`src/hw/rtl/pmc_pkg.sv`:
```
package pmc_pkg;

  // Command codes on the input channel.
  localparam logic [1:0] CMD_TEST  = 2'd0;
  localparam logic [1:0] CMD_ADD   = 2'd1;
  localparam logic [1:0] CMD_CLEAR = 2'd2;

  // Register index of the entry limit and its width and reset value.
  localparam logic REG_ENTRY_LIMIT = 1'b0;
  localparam int LIMIT_WIDTH = 11;
  localparam logic [LIMIT_WIDTH-1:0] LIMIT_RESET = 11'd1024;

  // Work an item does as it travels down the chain.
  typedef enum logic [1:0] {
    OP_PASS = 2'd0,
    OP_TEST = 2'd1,
    OP_ADD  = 2'd2
  } op_t;

  typedef struct packed {
    logic [1:0]  command;
    logic [63:0] key;
    logic        present_flag;
  } in_item_t;

  typedef struct packed {
    logic hit;
    logic stored_flag;
    logic dropped;
    logic conflict;
  } out_item_t;

  // Control that travels with an item from cell to cell.
  typedef struct packed {
    op_t  op;
    logic flag;
    logic dropped;
    logic found;
    logic fflag;
  } ctl_t;

endpackage

```
`src/hw/rtl/pmc_cell.sv`:
```
module pmc_cell
  import pmc_pkg::*;
#(
  parameter int KEY_WIDTH = 64,
  parameter int CNT_WIDTH = 11,
  parameter int INDEX     = 0
) (
  input  logic                 clk,
  input  logic                 rst_n,
  input  logic                 adv,
  input  logic                 in_vld,
  input  ctl_t                 in_ctl,
  input  logic [KEY_WIDTH-1:0] in_key,
  input  logic [CNT_WIDTH-1:0] in_cnt,
  output logic                 out_vld,
  output ctl_t                 out_ctl,
  output logic [KEY_WIDTH-1:0] out_key,
  output logic [CNT_WIDTH-1:0] out_cnt
);

  localparam logic [CNT_WIDTH-1:0] MY_INDEX = CNT_WIDTH'(INDEX);

  logic [KEY_WIDTH-1:0] key_r;
  logic                 flag_r;
  logic                 vld_r;
  ctl_t                 ctl_r;
  logic [KEY_WIDTH-1:0] fwd_key_r;
  logic [CNT_WIDTH-1:0] fwd_cnt_r;
  ctl_t                 ctl_nxt;
  logic                 live;
  logic                 match;
  logic                 write_en;

  // The entry is in use when the item's snapshot of the fill count covers it.
  always_comb begin
    live     = in_cnt > MY_INDEX;
    match    = live && (in_ctl.op != OP_PASS) && (key_r == in_key);
    ctl_nxt  = in_ctl;
    if (match && !in_ctl.found) begin
      ctl_nxt.found = 1'b1;
      ctl_nxt.fflag = flag_r;
    end
    // An add that has not matched by the first free entry stores its key there.
    write_en = adv && in_vld && (in_ctl.op == OP_ADD) && !in_ctl.found &&
               (in_cnt == MY_INDEX);
  end

  always_ff @(posedge clk) begin
    if (!rst_n) begin
      vld_r <= 1'b0;
    end else if (adv) begin
      vld_r <= in_vld;
    end
  end

  always_ff @(posedge clk) begin
    if (adv) begin
      ctl_r     <= ctl_nxt;
      fwd_key_r <= in_key;
      fwd_cnt_r <= in_cnt;
    end
    if (write_en) begin
      key_r  <= in_key;
      flag_r <= in_ctl.flag;
    end
  end

  assign out_vld = vld_r;
  assign out_ctl = ctl_r;
  assign out_key = fwd_key_r;
  assign out_cnt = fwd_cnt_r;

endmodule

```
`config.mk`:
```
export PLATFORM = sky130hd
export DESIGN_NAME = pmc_cell
export DESIGN_NICKNAME = d
export VERILOG_FILES = /design/src/hw/rtl/pmc_pkg.sv /design/src/hw/rtl/pmc_cell.sv
export SDC_FILE = /design/constraint.sdc
export NUM_CORES = 1
export LEC_CHECK = 0
export ABC_AREA = 1
export BUFFER_PORTS_ARGS = -buffer_cell sky130_fd_sc_hd__buf_2
export CORE_MARGIN = 2
export CORE_UTILIZATION = 45
export CTS_CLUSTER_DIAMETER = 60
export CTS_CLUSTER_SIZE = 30
export DETAILED_ROUTE_END_ITERATION = 16
export PLACE_DENSITY = 0.77
export SETUP_SLACK_MARGIN = 0.3
export SLEW_MARGIN = 20
export SYNTH_ARGS = -nofsm -noshare
export SYNTH_HDL_FRONTEND = slang
export SYNTH_SLANG_ARGS = --single-unit
```
`constraint.sdc`:
```
create_clock -name clk -period 13.5 [get_ports clk]
set_input_delay 4.05 -clock clk [delete_from_list [all_inputs] [get_ports clk]]
set_output_delay 4.05 -clock clk [all_outputs]
set_load 0.01 [all_outputs]
```
==> results_tabular.tex, run 1 <==
\begin{tabular}{lr}
\hline
Metric & Value \\
\hline
\multicolumn{2}{l}{\textbf{Run status}} \\
Outcome & finished clean \\
\multicolumn{2}{l}{\textbf{Setup path}} \\
Crit path buf inv count & 2 \\
Reg2reg path depth & 10 \\
Setup crit start kind & input pin \\
Cell type with the highest occurrence count on the critical path & buf\_4 \\
Worst path slowest cell & buf\_4 \\
Setup slack on the worst flop-to-flop path & 11.99 ns \\
Largest delay share family, worst path & buffers and inverters \\
Top fanout value on the critical path & 44 \\
Crit path DAT & 5.58 ns \\
Worst flop-to-flop path endpoint & out\_ctl[0]\$\_DFFE\_PP\_ \\
Type of the worst setup path & in -> reg \\
Worst Setup End Kind & register \\
Peak per-stage delay on the critical path & 0.51 ns \\
CP required & 13.55 ns \\
R2r startpoint & key\_r[63]\$\_DFFE\_PP\_ \\
Crit path cell chain & buf\_4 -> nand2\_1 -> nor4\_2 -> buf\_4 \\
\multicolumn{2}{l}{\textbf{Power and ir drop}} \\
Net load switching power & around 0.22 mW \\
Part of the power in combinational logic & 6.2\% \\
Leakage power total & 3.23 nW \\
Power Internal & 0.897 mW \\
Relative contribution of sequential cells to total power & 47.5\% \\
Highest ir drop seen on vdd & slightly below 0.1 mV \\
Switching fraction of total power & 19.4\% \\
Pwr/cell area & 151 mW/mm\^{}2 \\
Overall Power & 1.11 mW \\
Part of the total power dissipated in the clock network & 46.2\% \\
\multicolumn{2}{l}{\textbf{Finish}} \\
Syn-to-layout area delta & 30.6\% \\
Share of layout cells above drive strength 1 & a little under a third \\
Net count, final & slightly above 700 \\
FF/Latch Area & 0.00440 mm\^{}2 \\
Area of the multi-input gates & 956 um\^{}2 \\
Fillers & between 900 and 1000 \\
\multicolumn{2}{l}{\textbf{Timing}} \\
Highest clock rate & 181 MHz \\
Worst-margin pin slew & 0.537 ns \\
Max Slew Vio Count & 0 \\
Number of setup violations in the final report & 0 \\
Min cycle time layout & between 5 and 6 ns \\
Final worst path period share & approximately two fifths \\
Max\_slew headroom & 64.2\% \\
Worst hold-check slack & 0.526 ns \\
Unrepaired setup endpoints after global routing & no \\
Setup clock skew after layout & just under 0.004 ns \\
Final number of hold-violating endpoints & 0 \\
Summed negative setup slack over all endpoints & 0 ns \\
\multicolumn{2}{l}{\textbf{Min path}} \\
Kind of path behind the tightest hold check & reg -> reg \\
Hold-critical path endpoint & out\_vld\$\_SDFFE\_PN0P\_ \\
Instance count along the most critical hold path & 2 \\
Start point of the worst min-delay path & out\_vld\$\_SDFFE\_PN0P\_ \\
\multicolumn{2}{l}{\textbf{Clocking}} \\
Count of H-tree levels built during CTS & 4 \\
Clock latency on the worst-skew pair & 0.42 ns \\
Number of buffers created by CTS & 17 \\
Maximum root-to-sink buffer count & 2 \\
CTS-repair resized insts & 0 \\
Number of sinks on the clock net & between 100 and 150 \\
Root buffer selected by CTS & clkbuf\_16 \\
Post-CTS Repair Setup Buffers & 0 \\
TritonCTS clock tree & built \\
Clock edge transition at the registers on the reported setup and hold paths & 0.05 ns \\
Cts hold-fix bufs & 0 \\
\multicolumn{2}{l}{\textbf{Synthesis}} \\
Post-synthesis register bit count & 147 \\
Yosys warning count & 0 \\
Post-synthesis sequential area ratio & 78.2\% \\
Top cells by area, synth & edfxtp\_1, nand2\_1, inv\_1 \\
Count of different cell masters after synthesis & 18 \\
Area of the mapped netlist & 0.00563 mm\^{}2 \\
Biggest area consumer among synthesized cells & edfxtp\_1 \\
Post-Synthesis Net Count & 525 \\
Number of flops mapped to enable cells by yosys & around 150 \\
Number of cells produced by synthesis & 440 \\
Mean instance size in the synthesized netlist & 12.8 um\^{}2 \\
Post-synth top area share & 77.8\% \\
Proportion of register bits with asynchronous set or reset after synthesis & 0\% \\
Most used flip-flop cell after synthesis & edfxtp\_1 \\
\multicolumn{2}{l}{\textbf{Floorplan}} \\
Top-Level Pins & 167 \\
Core Region & 0.0121 mm\^{}2 \\
Die boundary width & 116 um \\
Number of placement rows & 40 \\
Vert. Die Dim & 116 um \\
Effective utilization at floorplan & 46.5\% \\
Total Die Area & 0.0134 mm\^{}2 \\
\multicolumn{2}{l}{\textbf{Placed design}} \\
Estimated wirelength of the detail-placed design & 8330 um \\
Global placer's final weighted congestion & 0.741 \\
Port-buffer cells & 166 \\
\multicolumn{2}{l}{\textbf{Global route}} \\
Number of antenna violations at the first check in global routing & 2 \\
Aggregate global-route resource usage & about 18\% \\
Number of global-route vias before repair & 3697 \\
First-pass GRT wire length & 17500 um \\
Aggregate global routing overflow & 0 \\
Largest net degree at the start of global routing & 45 \\
\multicolumn{2}{l}{\textbf{Route}} \\
Detail Route Antenna Nets & 0 \\
Initial DRT Pass Iterations & 6 \\
Via density & between 4 and 5 \\
Count of routing violations after the opening detailed-route iteration & $\sim$230 \\
Total DRC errors in the routed layout & 0 \\
Final routed wire length divided by cell count & 14.0 um \\
Vias after detailed routing & 3690 \\
DRT Wirelength & 11400 um \\
\multicolumn{2}{l}{\textbf{Flow run}} \\
Max cap viols & 0 \\
\hline
\end{tabular}
## kinds of logic after synthesis
logic type             after synthesis  synth area share (%)
AND/OR/NAND/NOR                    183                  12.7
flip-flops                         147                  78.2
buffers and inverters               74                  4.93
AO/OA/AOI/OAI                       24                  2.27
XOR/XNOR                            12                  1.87
## power by group through the flow
stage	Combinational, mW	Sequential (mW)	Clock, mW
CTS	0.0707	0.529	0.524
detailed placement	0.0704	0.538	0
finish	0.0695	0.529	0.515
floorplan	0.0122	0.550	0
global route	0.0774	0.531	0.542
global placement	0.0679	0.538	0
## cell usage after synthesis (2+ instances only)
| cell type | n |
|---|---|
| nand2_1 | 120 |
| edfxtp_1 | 146 |
| nor2_1 | 51 |
| nor3_1 | 2 |
| o22ai_1 | 4 |
| nor2_2 | 2 |
| nand3_1 | 3 |
| o21ai_1 | 4 |
| xnor2_1 | 9 |
| nor3b_1 | 2 |
| inv_1 | 74 |
| o21ai_0 | 15 |
| xor2_1 | 3 |
## layout make-up
cell class	instances	share of cell area [%]
timing repair buffer	169	11.6
tap	168	2.86
multi-input combinational	219	13.0
antenna	1	0.0340
clock buffer	21	5.99
inverter	74	3.78
clock inverter	10	2.81
sequential	147	59.9
## sequential cells by signal, summed over array words and instances (netlist names)
register	cells
out_vld	1
out_cnt	11
flag_r	1
key_r	64
out_ctl	6
out_key	64
## routing by layer
layer,up-vias,part of all wire (%),GRT usage [%]
met5,-,0.14,0
met3,24,6.6,6.07
met4,2,2.4,7.94
li1,1827,-,-
met1,1711,41,21.0
met2,126,50,29.2
## worst reg2reg max path, stage by stage (launching register included)
cell and delay, ns:
edfxtp_1 0.39, nand2_1 0.09, nand2_1 0.05, nor2_1 0.12
nand2_1 0.07, nor2_1 0.12, nand2_1 0.07, nor2_2 0.15
nand3_2 0.11, nand2_1 0.06, nand2_1 0.04
## per-stage QoR
| step | util (%) | setup slack (ns) | std cells | cell area (um^2) |
|---|---|---|---|---|
| after global placement | 55.4 | 7.68 | 777 | 6700 |
| final | 60.7 | 7.97 | 809 | 7350 |
| after detailed placement | 55.4 | 7.52 | 777 | 6700 |
| after CTS | 60.7 | 7.98 | 808 | 7350 |
| after global routing | 60.7 | 7.85 | 809 | 7350 |
| after floorplan | - | 2.29 | 440 | 5630 |
## layout by cell type, fill, tap and decap left out, drive strengths merged, types with 4 or more instances in the layout
master    n
clkbuf   21
edfxtp  146
buf     169
xnor2     9
inv      74
nand3     4
clkinv    4
bufinv    6
o21ai    19
nand2   120
nor2     53
o22ai     4
## worst max-delay path by stage
stage,startpoint,endpoint,slack (ns),cells after the start
2_1_floorplan,in_cnt[4],flag_r$_DFFE_PP_,2.29,4
6_report,adv,key_r[16]$_DFFE_PP_,7.97,4
3_5_place_dp,adv,key_r[47]$_DFFE_PP_,7.52,4
4_1_cts,adv,key_r[16]$_DFFE_PP_,7.98,4
5_1_grt,adv,key_r[10]$_DFFE_PP_,7.85,4
3_3_place_gp,adv,key_r[40]$_DFFE_PP_,7.68,4
Power figures use the tool's default switching activity.
==> inputs of run 2 (changes only) <==
==> constraint.sdc (replaced) <==
create_clock -name clk -period 5.6 [get_ports clk]
set_input_delay 1.68 -clock clk [delete_from_list [all_inputs] [get_ports clk]]
set_output_delay 1.68 -clock clk [all_outputs]
set_load 0.01 [all_outputs]
==> results_tabular.tex, run 2 (same netlist as run 1, synthesis figures left out) <==
\begin{tabular}{lr}
\hline
Metric & Value \\
\hline
\multicolumn{2}{l}{\textbf{Route}} \\
Vias after detailed routing & 3707 (+0.46\%) \\
DRT Wirelength & 11500 um (+1.5\%) \\
Count of routing violations after the opening detailed-route iteration & 213 (-8.6\%) \\
Initial DRT Pass Iterations & 5 (-1) \\
Final routed wire length divided by cell count & 14.2 um (+1.4\%) \\
Total DRC errors in the routed layout & 0 (unchanged) \\
Detail Route Antenna Nets & 0 (unchanged) \\
Via density & 4.58 (+0.34\%) \\
\multicolumn{2}{l}{\textbf{Timing}} \\
Highest clock rate & 301 MHz \\
Min cycle time layout & about 3.3 ns \\
Max\_slew headroom & 45.7\% (-18 points) \\
Number of setup violations in the final report & 0 (unchanged) \\
Final worst path period share & 59.3\% \\
Final number of hold-violating endpoints & 0 (unchanged) \\
Unrepaired setup endpoints after global routing & no \\
Worst-margin pin slew & 0.814 ns (+0.277 ns) \\
Max Slew Vio Count & 0 (unchanged) \\
Summed negative setup slack over all endpoints & 0 ns (unchanged) \\
Setup clock skew after layout & 0.00402 ns (+0.0000623 ns) \\
\multicolumn{2}{l}{\textbf{Setup path}} \\
CP required & 5.64 ns (-7.91 ns) \\
Top fanout value on the critical path & 62 (+41\%) \\
Setup crit start kind & input pin \\
Worst Setup End Kind & register \\
Type of the worst setup path & in -> reg \\
Crit path DAT & 3.36 ns (-2.22 ns) \\
\multicolumn{2}{l}{\textbf{Finish}} \\
Cell Count, Final, Fillers Out & 810 (+0.12\%) \\
Most common cell after layout, fill and taps aside & buf\_2 \\
Net count, final & 712 (-0.14\%) \\
Area of the multi-input gates & 965 um\^{}2 (+0.92\%) \\
Share of layout cells above drive strength 1 & 31.3\% (+0.16 points) \\
Syn-to-layout area delta & 29.3\% \\
Leading cell types in the layout, fill and taps excluded & buf\_2, edfxtp\_1, nand2\_1, inv\_1, nor2\_1 \\
Fillers & 1043 (+4.5\%) \\
FF/Latch Area & 0.00440 mm\^{}2 (unchanged) \\
\multicolumn{2}{l}{\textbf{Global route}} \\
Aggregate global-route resource usage & 17.9\% (+0.29 points) \\
Largest net degree at the start of global routing & 63 (+40\%) \\
Number of antenna violations at the first check in global routing & 2 (unchanged) \\
Aggregate global routing overflow & 0 (unchanged) \\
Number of global-route vias before repair & 3756 (+1.6\%) \\
First-pass GRT wire length & 17800 um (+1.3\%) \\
\multicolumn{2}{l}{\textbf{Placed design}} \\
Global placer's final weighted congestion & 0.765 (+3.2\%) \\
Estimated wirelength of the detail-placed design & 8190 um (-1.7\%) \\
Port-buffer cells & 166 (unchanged) \\
Cell count after placement & 776 (-0.13\%) \\
\multicolumn{2}{l}{\textbf{Power and ir drop}} \\
Leakage power total & 3.18 nW (-1.6\%) \\
Highest ir drop seen on vdd & 0.256 mV (+160\%) \\
Pwr/cell area & 347 mW/mm\^{}2 (+130\%) \\
\multicolumn{2}{l}{\textbf{Clocking}} \\
Cts hold-fix bufs & 0 (unchanged) \\
Number of buffers created by CTS & 17 (unchanged) \\
Clock edge transition at the registers on the reported setup and hold paths & 0.06 ns (about the same) \\
TritonCTS clock tree & built \\
Count of H-tree levels built during CTS & 4 (unchanged) \\
Number of sinks on the clock net & 147 (unchanged) \\
CTS-repair resized insts & 0 (unchanged) \\
Root buffer selected by CTS & clkbuf\_16 \\
Clock latency on the worst-skew pair & 0.41 ns (about the same) \\
Maximum root-to-sink buffer count & 2 (unchanged) \\
Post-CTS Repair Setup Buffers & 0 (unchanged) \\
\multicolumn{2}{l}{\textbf{Flow run}} \\
Max cap viols & 0 (unchanged) \\
\multicolumn{2}{l}{\textbf{Min path}} \\
Kind of path behind the tightest hold check & reg -> reg \\
\multicolumn{2}{l}{\textbf{Floorplan}} \\
Effective utilization at floorplan & 46.5\% (unchanged) \\
Total Die Area & 0.0134 mm\^{}2 (unchanged) \\
Vert. Die Dim & 116 um (unchanged) \\
Top-Level Pins & 167 (unchanged) \\
Number of placement rows & 40 (unchanged) \\
Core Region & 0.0121 mm\^{}2 (unchanged) \\
Die boundary width & 116 um (unchanged) \\
\multicolumn{2}{l}{\textbf{Run status}} \\
Outcome & finished clean \\
\hline
\end{tabular}
## run 2: cell count changes in the layout (fill, tap and decap cells not counted), sizes merged
| cell | previous run | this run |
|---|---|---|
| clkinvlp | 0 | 5 |
| bufinv | 6 | 2 |
| clkbuf | 21 | 19 |
| buf | 169 | 168 |
| clkinv | 4 | 5 |
| diode | 1 | 2 |
| inv | 74 | 75 |
## run 2: power breakdown
group          internal (mW)  leakage [nW]  switching (mW)  total, mW
logic                 0.0670          1.53           0.101      0.168
clock network          0.653         0.261           0.429       1.08
registers               1.26          1.38          0.0114       1.27
## run 2: final cells by class
type	count	share of cell area [%]
Multi-Input combinational cell	219	13.3
Clock buffer	19	5.95
Clock inverter	13	1.87
Inverter	74	3.82
Sequential cell	147	60.5
Antenna cell	2	0.0688
Tap cell	168	2.89
Timing Repair Buffer	168	11.7
## run 2: stage by stage
stage               setup slack [ns]  util [%]  hold WS, ns  instance area (um^2)  power (mW)
finish                          2.28      60.1        0.497                  7280        2.53
global route                    2.13      60.1        0.521                  7280        2.62
CTS                             2.26      60.1        0.503                  7270        2.56
detailed placement              1.80      55.4        0.495                  6710        1.47
global placement                1.93      55.4        0.470                  6710        1.46
floorplan                       1.02         -        0.492                  5650        1.36
## run 2: worst paths after layout
kind              cells after the start                  from  slack [ns]              endpoint
setup reg to reg                     10   key_r[10]$_DFFE_PP_        4.03  out_ctl[0]$_DFFE_PP_
setup / recovery                      4                   adv        2.28   key_r[28]$_DFFE_PP_
hold reg to reg                       2  out_vld$_SDFFE_PN0P_        0.50  out_vld$_SDFFE_PN0P_
hold / removal                        2  out_vld$_SDFFE_PN0P_        0.50  out_vld$_SDFFE_PN0P_
## run 2: worst max-delay path: stages
cell,delay (ns)
buf_4,0.37
nand2_1,0.18
nor4_4,0.38
buf_4,0.70
## run 2: per-layer routing
metal	vias to the layer above	global-route usage, %	wire length (um)
met1	1726	21.1	4630
li1	1827	-	-
met3	17	5.60	874
met4	0	9.29	259
met5	-	0	0
met2	137	29.7	5780
==> inputs of run 3 (changes only) <==
==> constraint.sdc (replaced) <==
create_clock -name clk -period 3.4 [get_ports clk]
set_input_delay 1.02 -clock clk [delete_from_list [all_inputs] [get_ports clk]]
set_output_delay 1.02 -clock clk [all_outputs]
set_load 0.01 [all_outputs]
==> results_tabular.tex, run 3 (same netlist as run 1, synthesis figures left out) <==
\begin{tabular}{lr}
\hline
Metric & Value \\
\hline
\multicolumn{2}{l}{\textbf{Run status}} \\
Outcome & finished clean \\
\multicolumn{2}{l}{\textbf{Setup path}} \\
Crit path DAT & 2.31 ns (-1.05 ns) \\
Worst Setup End Kind & register \\
Type of the worst setup path & in -> reg \\
Setup crit start kind & input pin \\
CP required & 3.52 ns (-2.12 ns) \\
Reg2reg path depth & 10 (unchanged) \\
R2r startpoint & key\_r[4]\$\_DFFE\_PP\_ \\
Top fanout value on the critical path & 32 (-48\%) \\
Setup slack on the worst flop-to-flop path & 1.87 ns (-2.16 ns) \\
Worst flop-to-flop path endpoint & out\_ctl[0]\$\_DFFE\_PP\_ \\
\multicolumn{2}{l}{\textbf{Clocking}} \\
Clock latency on the worst-skew pair & 0.42 ns (about the same) \\
Clock edge transition at the registers on the reported setup and hold paths & 0.06 ns (about the same) \\
CTS-repair resized insts & 0 (unchanged) \\
Number of sinks on the clock net & 147 (unchanged) \\
Post-CTS Repair Setup Buffers & 0 (unchanged) \\
Count of H-tree levels built during CTS & 4 (unchanged) \\
Root buffer selected by CTS & clkbuf\_16 \\
Maximum root-to-sink buffer count & 2 (unchanged) \\
Cts hold-fix bufs & 0 (unchanged) \\
TritonCTS clock tree & built \\
Number of buffers created by CTS & 17 (unchanged) \\
\multicolumn{2}{l}{\textbf{Power and ir drop}} \\
Leakage power total & 3.25 nW (+2.3\%) \\
Highest ir drop seen on vdd & 0.343 mV (+34\%) \\
Overall Power & 4.44 mW (+76\%) \\
Switching fraction of total power & 19.8\% (-1.7 points) \\
Part of the total power dissipated in the clock network & 46.5\% (+3.6 points) \\
Pwr/cell area & 599 mW/mm\^{}2 (+73\%) \\
Relative contribution of sequential cells to total power & 47.3\% (-3.2 points) \\
Part of the power in combinational logic & 6.3\% (-0.4 points) \\
Power Internal & 3.56 mW (+80\%) \\
Net load switching power & 0.878 mW (+62\%) \\
\multicolumn{2}{l}{\textbf{Timing}} \\
Worst hold-check slack & 0.474 ns (-0.0228 ns) \\
Unrepaired setup endpoints after global routing & no \\
Worst-margin pin slew & 1.02 ns (+0.211 ns) \\
Max Slew Vio Count & 0 (unchanged) \\
Highest clock rate & about 460 MHz \\
Final worst path period share & around 64\% \\
Final number of hold-violating endpoints & 0 (unchanged) \\
Max\_slew headroom & 31.7\% (-14 points) \\
Min cycle time layout & $\sim$2.2 ns \\
Number of setup violations in the final report & 0 (unchanged) \\
Setup clock skew after layout & 0.0186 ns (+0.0146 ns) \\
Final worst-path setup slack & 1.21 ns (-1.07 ns) \\
Summed negative setup slack over all endpoints & 0 ns (unchanged) \\
\multicolumn{2}{l}{\textbf{Route}} \\
Via density & 4.54 (-0.85\%) \\
Initial DRT Pass Iterations & 4 (-1) \\
Total DRC errors in the routed layout & 0 (unchanged) \\
Final routed wire length divided by cell count & 14.0 um (-2.0\%) \\
Count of routing violations after the opening detailed-route iteration & 171 (-20\%) \\
DRT Wirelength & 11300 um (-2.2\%) \\
Detail Route Antenna Nets & 0 (unchanged) \\
Vias after detailed routing & 3671 (-0.97\%) \\
\multicolumn{2}{l}{\textbf{Floorplan}} \\
Core Region & 0.0121 mm\^{}2 (unchanged) \\
Vert. Die Dim & 116 um (unchanged) \\
Total Die Area & 0.0134 mm\^{}2 (unchanged) \\
Number of placement rows & 40 (unchanged) \\
Die boundary width & 116 um (unchanged) \\
Top-Level Pins & 167 (unchanged) \\
Effective utilization at floorplan & 46.5\% (unchanged) \\
\multicolumn{2}{l}{\textbf{Finish}} \\
Fillers & 976 (-6.4\%) \\
Most common cell after layout, fill and taps aside & buf\_2 \\
Syn-to-layout area delta & 31.6\% \\
Diode insertion count for antenna repair & 0 (-2) \\
Share of layout cells above drive strength 1 & 31.8\% (+0.58 points) \\
Net count, final & 713 (+0.14\%) \\
Leading cell types in the layout, fill and taps excluded & buf\_2, edfxtp\_1, nand2\_1, inv\_1, nor2\_1 \\
Cell Count, Final, Fillers Out & 809 (-0.12\%) \\
\multicolumn{2}{l}{\textbf{Min path}} \\
Hold-critical path endpoint & out\_vld\$\_SDFFE\_PN0P\_ \\
Start point of the worst min-delay path & out\_vld\$\_SDFFE\_PN0P\_ \\
Instance count along the most critical hold path & 2 (unchanged) \\
Kind of path behind the tightest hold check & reg -> reg \\
\multicolumn{2}{l}{\textbf{Placed design}} \\
Estimated wirelength of the detail-placed design & 8200 um (+0.17\%) \\
Cell count after placement & 777 (+0.13\%) \\
Post-placement worst setup slack & 0.778 ns (-1.02 ns) \\
Global placer's final weighted congestion & 0.716 (-6.4\%) \\
Port-buffer cells & 166 (unchanged) \\
\multicolumn{2}{l}{\textbf{Global route}} \\
Aggregate global routing overflow & 0 (unchanged) \\
First-pass GRT wire length & 17300 um (-2.9\%) \\
Aggregate global-route resource usage & 17.3\% (-0.60 points) \\
Largest net degree at the start of global routing & 83 (+32\%) \\
Number of antenna violations at the first check in global routing & 1 (-1) \\
Number of global-route vias before repair & 3690 (-1.8\%) \\
\multicolumn{2}{l}{\textbf{Flow run}} \\
Max cap viols & 0 (unchanged) \\
\hline
\end{tabular}
[run 3: cell types whose count changed in the layout (fill, tap and decap cells not counted), sizes merged, moves of 2 or more]
| cell | delta |
|---|---|
| clkinvlp | -4 |
| diode | -2 |
| bufinv | +4 |
| clkinv | +2 |
[run 3: worst max path at each step]
stage,from,endpoint,slack (ns),cells past startpoint
global route,in_cnt[4],key_r[53]$_DFFE_PP_,1.10,6
finish,in_cnt[9],key_r[53]$_DFFE_PP_,1.21,5
detailed placement,in_cnt[4],key_r[4]$_DFFE_PP_,0.78,6
CTS,in_cnt[4],key_r[50]$_DFFE_PP_,1.21,6
floorplan,in_cnt[4],flag_r$_DFFE_PP_,-0.48,4
global placement,in_cnt[4],key_r[4]$_DFFE_PP_,0.82,6
[run 3: layout make-up]
type,instances,area (um^2),share of cell area [%]
clock buffers,18,429,5.79
repair buffers,169,881,11.9
multi-input cells,219,975,13.1
well taps,168,210,2.84
flip-flops and latches,147,4400,59.4
clock inverters,14,235,3.17
inverters,74,278,3.75
[run 3: per-stage QoR]
| stage | util, % | instance area [um^2] |
|---|---|---|
| 2_1_floorplan | - | 5660 |
| 3_3_place_gp | 55.7 | 6750 |
| 4_1_cts | 61.2 | 7410 |
| 6_report | 61.2 | 7410 |
| 3_5_place_dp | 55.7 | 6750 |
| 5_1_grt | 61.2 | 7410 |
[run 3: worst max-delay path, stage by stage]
cell,delay [ns]
buf_2,0.11
nor3_1,0.22
nand3_1,0.19
nor4_4,0.46
buf_12,0.27
[run 3: routing by layer]
layer  track usage, %  routed length [um]
met1             19.6                4570
met2             30.0                5730
met4             6.83                 130
met3             6.43                 850
met5                0                  11
[run 3: power groups by stage]
stage	Sequential, mW	Clock, mW	Combinational [mW]
floorplan	2.18	0	0.0495
global placement	2.14	0	0.272
detailed placement	2.14	0	0.282
CTS	2.10	2.11	0.283
global route	2.11	2.18	0.310
finish	2.10	2.06	0.279
